[src/design/ezt_pkg.sv]
// Package: shared types, constants and the CORDIC arctangent table.
`timescale 1ns / 1ps
`default_nettype none
package ezt_pkg;
  localparam int IFRAC = 30;
  localparam int DW = 34;
  localparam logic signed [DW-1:0] GAIN_INIT = 34'sd652032874;

  typedef logic signed [DW-1:0] cval_t;

  typedef struct packed {
    cval_t x;
    cval_t y;
    logic signed [32:0] z;
  } cord_t;

  function automatic logic [31:0] atan_lut(input logic [4:0] i);
    logic [31:0] v;
    unique case (i)
      5'd0: v = 32'h20000000;  5'd1: v = 32'h12E4051E;
      5'd2: v = 32'h09FB385B;  5'd3: v = 32'h051111D4;
      5'd4: v = 32'h028B0D43;  5'd5: v = 32'h0145D7E1;
      5'd6: v = 32'h00A2F61E;  5'd7: v = 32'h00517C55;
      5'd8: v = 32'h0028BE53;  5'd9: v = 32'h00145F2F;
      5'd10: v = 32'h000A2F98; 5'd11: v = 32'h000517CC;
      5'd12: v = 32'h00028BE6; 5'd13: v = 32'h000145F3;
      5'd14: v = 32'h0000A2FA; 5'd15: v = 32'h0000517D;
      5'd16: v = 32'h000028BE; 5'd17: v = 32'h0000145F;
      5'd18: v = 32'h00000A30; 5'd19: v = 32'h00000518;
      5'd20: v = 32'h0000028C; 5'd21: v = 32'h00000146;
      5'd22: v = 32'h000000A3; 5'd23: v = 32'h00000051;
      5'd24: v = 32'h00000029; 5'd25: v = 32'h00000014;
      5'd26: v = 32'h0000000A; 5'd27: v = 32'h00000005;
      5'd28: v = 32'h00000003; 5'd29: v = 32'h00000001;
      5'd30: v = 32'h00000001; default: v = 32'h00000000;
    endcase
    return v;
  endfunction

  // Q3.30 product floored back to Q3.30
  function automatic cval_t mulq(input cval_t a, input cval_t b);
    logic signed [2*DW-1:0] p;
    p = a * b;
    return cval_t'(p >>> IFRAC);
  endfunction
endpackage
`default_nettype wire

[src/design/ezt_cell.sv]
// One CORDIC rotation cell for three angles, with enable.
`timescale 1ns / 1ps
`default_nettype none
module ezt_cell #(
  parameter int STAGE = 0
) (
  input  wire logic          clk,
  input  wire logic          en,
  input  wire ezt_pkg::cord_t in_c [3],
  output ezt_pkg::cord_t     out_c [3]
);
  localparam logic [4:0] IDX = 5'(STAGE % 32);
  localparam int SH = STAGE % 32;
  ezt_pkg::cord_t c_r [3];
  logic signed [32:0] at;
  assign at = $signed({1'b0, ezt_pkg::atan_lut(IDX)});

  always_ff @(posedge clk) begin
    if (en) begin
      for (int k = 0; k < 3; k++) begin
        if (!in_c[k].z[32]) begin
          c_r[k].x <= in_c[k].x - (in_c[k].y >>> SH);
          c_r[k].y <= in_c[k].y + (in_c[k].x >>> SH);
          c_r[k].z <= in_c[k].z - at;
        end else begin
          c_r[k].x <= in_c[k].x + (in_c[k].y >>> SH);
          c_r[k].y <= in_c[k].y - (in_c[k].x >>> SH);
          c_r[k].z <= in_c[k].z + at;
        end
      end
    end
  end
  assign out_c = c_r;
endmodule
`default_nettype wire
[config.mk]
export PLATFORM = sky130hd
export DESIGN_NAME = ezt_cell
export DESIGN_NICKNAME = d
export VERILOG_FILES = /design/src/design/ezt_pkg.sv /design/src/design/ezt_cell.sv
export SDC_FILE = /design/constraint.sdc
export NUM_CORES = 1
export LEC_CHECK = 0
export BUFFER_PORTS_ARGS = -buffer_cell sky130_fd_sc_hd__buf_4
export CAP_MARGIN = 10
export CELL_PAD_IN_SITES_DETAIL_PLACEMENT = 1
export CELL_PAD_IN_SITES_GLOBAL_PLACEMENT = 1
export CORE_MARGIN = 2
export CORE_UTILIZATION = 38
export DETAILED_ROUTE_END_ITERATION = 8
export GPL_ROUTABILITY_DRIVEN = 0
export PLACE_DENSITY = 0.77
export SETUP_SLACK_MARGIN = 0.4
export SYNTH_ARGS = -nofsm -noshare
export SYNTH_HDL_FRONTEND = slang
export SYNTH_SLANG_ARGS = --single-unit
[constraint.sdc]
create_clock -name clk -period 3.05 [get_ports clk]
set_input_delay 0.1525 -clock clk [delete_from_list [all_inputs] [get_ports clk]]
set_output_delay 0.1525 -clock clk [all_outputs]
set_load 0.1 [all_outputs]
* Word-level counts from Yosys, hierarchy flattened *
Cells that the tools add are included.

cells by class
  add/subtract/negate cells = 15
  multipliers = 0
  div/mod/pow operators = 0
  magnitude comparators = 0
  equal/unequal tests = 0
  shift operators = 0
  multiplexer cells = 3
  bitwise logic cells = 0
  reductions and logical operators = 0

operators with widths
  operator                  count
  $mux W101                 3
  $sub A34 B34 Y34          6
  $add A34 B34 Y34          3
  $add A33 B31 Y33 const B  3
  $sub A33 B31 Y33 const B  3

word-level totals
  register bits after elaboration = 303
  bits in latches = 0
  memory bits (writable) = 0
  bits in read-only memories = 0
  output and inout port bits = 303
  word-level logic and storage cells = 27
  memories = 0

* Longest topological paths before layout *
  depth after elaboration = 2
  gate-level depth with buffers = 13
  depth with buffers taken out = 12

* Worst setup path after synthesis *
Ideal clock, no wire load.

  path kind = in2reg
  start = in in_c[35] (netlist bit)
  end = reg c_r, in the netlist out_c[64], data pin
  data arrival time = 2.628 ns
  required time = 2.783 ns
  slack = 0.155 ns
  stages = 12
  buffers on the path = 1
  cells stage by stage = inv_1 > ha_1 > buf_6 > inv_2 > a221o_1 > a31o_1 > a2111oi_4 > a2bb2oi_2 > o21ai_2 > o31a_1 > a311o_1 > xnor2_1

on the way
  cells in the longest elaborated chain, start to end = 2

RTL lines
  item                                                  RTL line                        source
  start: declaration                                    ezt_cell.sv:9                   input wire ezt_pkg::cord_t in_c [3],
  $add A34 B34 Y34 or $sub A34 B34 Y34 (tied branches)  ezt_cell.sv:23, ezt_cell.sv:27
  $mux W101 (*)                                         ezt_cell.sv:21                  if (!in_c[k].z[32]) begin
  end: declaration                                      ezt_cell.sv:14                  ezt_pkg::cord_t c_r [3];

Mark *: on every way between the ends. The rest lies on a longest branch, timed or not.
A chain may end at the register's enable or synchronous reset.

* Worst setup path in the final report *
  start = in in_c[269] (netlist bit)
  end = reg c_r, in the netlist out_c[267], data pin

Same word-level chain as after synthesis.

==> results.sh <==
export IMPL_grt_overflow_total=0
export IMPL_crit_fanout=3
export IMPL_path_common_cell="buf_4"
export IMPL_drc_errors=0
export IMPL_cp_required_ps=3450
export IMPL_syn_instance_count=3021
export IMPL_critPathLaunch="in_c[269]"
export IMPL_slew_viol_final=0
export IMPL_slowest_delay_ps=440
export IMPL_io_buffers=607
export IMPL_worstPathCellList="buf_4 -> buf_4 -> ha_1 -> fa_1 -> nand2b_1 -> a21o_1 -> a31oi_2 -> buf_4 -> a221o_1 -> a211o_1 -> a31oi_2 -> a221oi_2 -> xor2_1"
export IMPL_intPower_uw=11320
export IMPL_first_pass_iters=5
export IMPL_peakVddDrop_mv=0.5149
export IMPL_ys_types=80
export IMPL_synth_cell_area_sq_um=26470
export IMPL_synth_top_area_share_pct=34.03
export IMPL_clock_tree_buffer_depth=3
export IMPL_cts_tree="yes"
export IMPL_status="completed"
export IMPL_drive_above_1_share_pct=27.53
export IMPL_p_switching_uw=10390
export IMPL_yosysMostFrequentCell="a21oi_1"
export IMPL_hold_viol=0
export IMPL_fin_tns_setup_ps=0
export IMPL_end_kind="flip-flop"
export IMPL_h_tree_depth=2
export IMPL_wl_mm=125.7
export IMPL_routed_via_density=5.679
export IMPL_clk_pin_slew_ps=60
export IMPL_die_area_sq_um=71800
export IMPL_crit_slowest_cell="fa_1"
export IMPL_p_sw_share_pct=47.86
export IMPL_tightest_slew_ps=883.4
export IMPL_yosysTopAreaCell="edfxtp_1"
export IMPL_gr_usage_met3_pct=7.505
export IMPL_synth_area_leaders="edfxtp_1, ha_1, a21oi_1"
export IMPL_largest_reg_flops=300
export IMPL_async_flop_share_pct=0
export IMPL_cp_start_kind="input port"
export IMPL_synth_flop_cell="edfxtp_1"
export IMPL_avgRoutedWirePerCell_microns=25.29
export IMPL_setup_viol=0
export IMPL_busiest_layer="met2"
export IMPL_grt_pass1_wl_mm=183.4
export IMPL_die_width_microns=268.0
export IMPL_fin_util_pct=53.84
export IMPL_drt_iter0_markers=2316
export IMPL_grt_pass1_vias=29300
export IMPL_grt_met1_usage_pct=39.02
export IMPL_final_nets=4614
export IMPL_ys_seq_area_share_pct=34.03
export IMPL_via_count=28220
export IMPL_path_class="input port to flip-flop"
export IMPL_synth_seq_cells=300
export IMPL_synth_fp_nets=3641
export IMPL_clock_fmax_mhz=376.2
export IMPL_root_buffer="clkbuf_16"
export IMPL_initial_utilization_pct=38.47
export IMPL_rsz0062_at_grt="false"
export IMPL_synth_commonest_cells="a21oi_1, inv_1, ha_1"
export IMPL_cap_violations=0
export IMPL_arrival_ps=3060
export IMPL_power_leakage_uw=0.01676
export IMPL_area_growth_syn_to_layout_pct=39.96
export IMPL_core_area_sq_um=68830
export IMPL_crit_end="out_c[267]"
export IMPL_clockPowerShare_pct=24.4
export IMPL_fin_crit_ps=2658
export IMPL_synth_edf_count=300
export IMPL_grt_use_total_pct=33.52
export IMPL_numClockSinks=300
export IMPL_grtUsageMet2_pct=57.81
export IMPL_die_y_microns=268.0
export IMPL_yosys_warnings=0
export IMPL_grt_max_degree=62
export IMPL_fin_crit_sh_pct=87.14
export IMPL_dp_hpwl_mm=94.34
export IMPL_syn_area_per_cell_sq_um=8.763
export IMPL_io_pins=608
export IMPL_powerDensity_nw_per_um2=586.1
export IMPL_fp_row_count=96
export IMPL_antenna_found_initial=17
export IMPL_p_seq_share_pct=25.9
export IMPL_maxSlewHeadroom_pct=40.57
export IMPL_cts_buffers=39
export IMPL_hold_path_class="input port to flip-flop"
export IMPL_p_comb_share_pct=49.7
export IMPL_antenna_left=0
worst min-delay path by stage:
| stage | from | endpoint | cells after the start |
|---|---|---|---|
| after global placement | in_c[18] | out_c[18] | 1 |
| after detailed placement | in_c[121] | out_c[121] | 1 |
| after global routing | in_c[201] | out_c[201] | 3 |
| after floorplan | in_c[0] | out_c[0] | 0 |
| after CTS | in_c[201] | out_c[201] | 3 |
| final | en | out_c[151] | 1 |
cells by family (layout without fill, tap and decap cells):
family	Yosys count	count (layout)	share of synthesized area (%)
AOI/OAI and AO/OA	996	996	23.37
and+or+nand+nor	709	709	12.52
buffers and inverters	458	1462	6.588
adders and majority gates	315	315	15.23
DFF	300	300	34.03
xor gates and xnor gates	198	198	6.550
muxes	45	45	1.716
other	0	13	0
cell type report:
class | count | area, sq um
flip-flops and latches | 300 | 9009
diodes | 13 | 32.53
clock inverters | 29 | 401.6
multi-input cells | 2263 | 15930
inverters | 325 | 1220
clock buffers | 43 | 991.0
fillers | 8090 | 31770
well taps | 931 | 1165
repair buffers | 1065 | 8300
placed cells by master, fill, tap and decap left out, types with 33 or more instances in the layout:
cell type and count:
a21oi_1 342, clkbuf_16 39, nand3_1 48, dlygate4sd3_1 99, nor3_1 46, xnor2_1 170
o21bai_1 46, edfxtp_1 300, nor2_1 267, buf_4 961, mux2i_1 42, a21o_1 58
a31oi_1 33, nand2_1 150, o21ai_0 224, nor2b_1 33, inv_1 311, ha_1 300
repair_timing:
action                                  4_1_cts  5_1_grt
pin swaps                                     0       10
endpoints found under the setup margin        6       56
hold buffers                                 99        0
setup buffers                                 0        2
hold endpoints to repair                     97        0
gates resized for setup                       3       51
stage by stage:
| step | hold WS, ps | std cells | total power (uW) | area (sq um) | setup WS (ps) |
|---|---|---|---|---|---|
| after global placement | 330.4 | 4783 | 15880 | 34440 | -128.2 |
| after floorplan | 251.4 | 3021 | 12660 | 26520 | 375.9 |
| final | 15.66 | 4969 | 21720 | 37050 | 392.1 |
| after CTS | 7.318 | 4954 | 21340 | 36840 | 387.0 |
| after detailed placement | 331.8 | 4783 | 16040 | 34440 | -334.9 |
| after global routing | 29.29 | 4968 | 22330 | 37050 | 360.6 |
power by group through the flow:
stage | logic (uW) | registers [uW] | clock network [uW]
after floorplan | 2850 | 9800 | 0
after global placement | 10200 | 5630 | 0
after detailed placement | 10400 | 5660 | 0
after CTS | 10600 | 5590 | 5200
after global routing | 11200 | 5660 | 5450
final | 10800 | 5620 | 5290
per-layer routing:
layer | part of all wire [%] | vias up | wire, microns
met5 | 0.055 | - | 69
met4 | 5.5 | 10 | 6853
met3 | 7.9 | 346 | 9914
met2 | 48 | 1313 | 60770
met1 | 38 | 13810 | 48050
li1 | - | 12740 | -
worst max-delay path, delay by kind of cell:
| kind | cells | cell delay [ps] |
|---|---|---|
| adder cells (fa/ha/maj) | 2 | 690 |
| buffers and inverters | 3 | 440 |
| AND/OR/NAND/NOR | 1 | 210 |
| AO/OA/AOI/OAI | 6 | 1300 |
| XOR/XNOR | 1 | 260 |
Power figures use the tool's default switching activity.
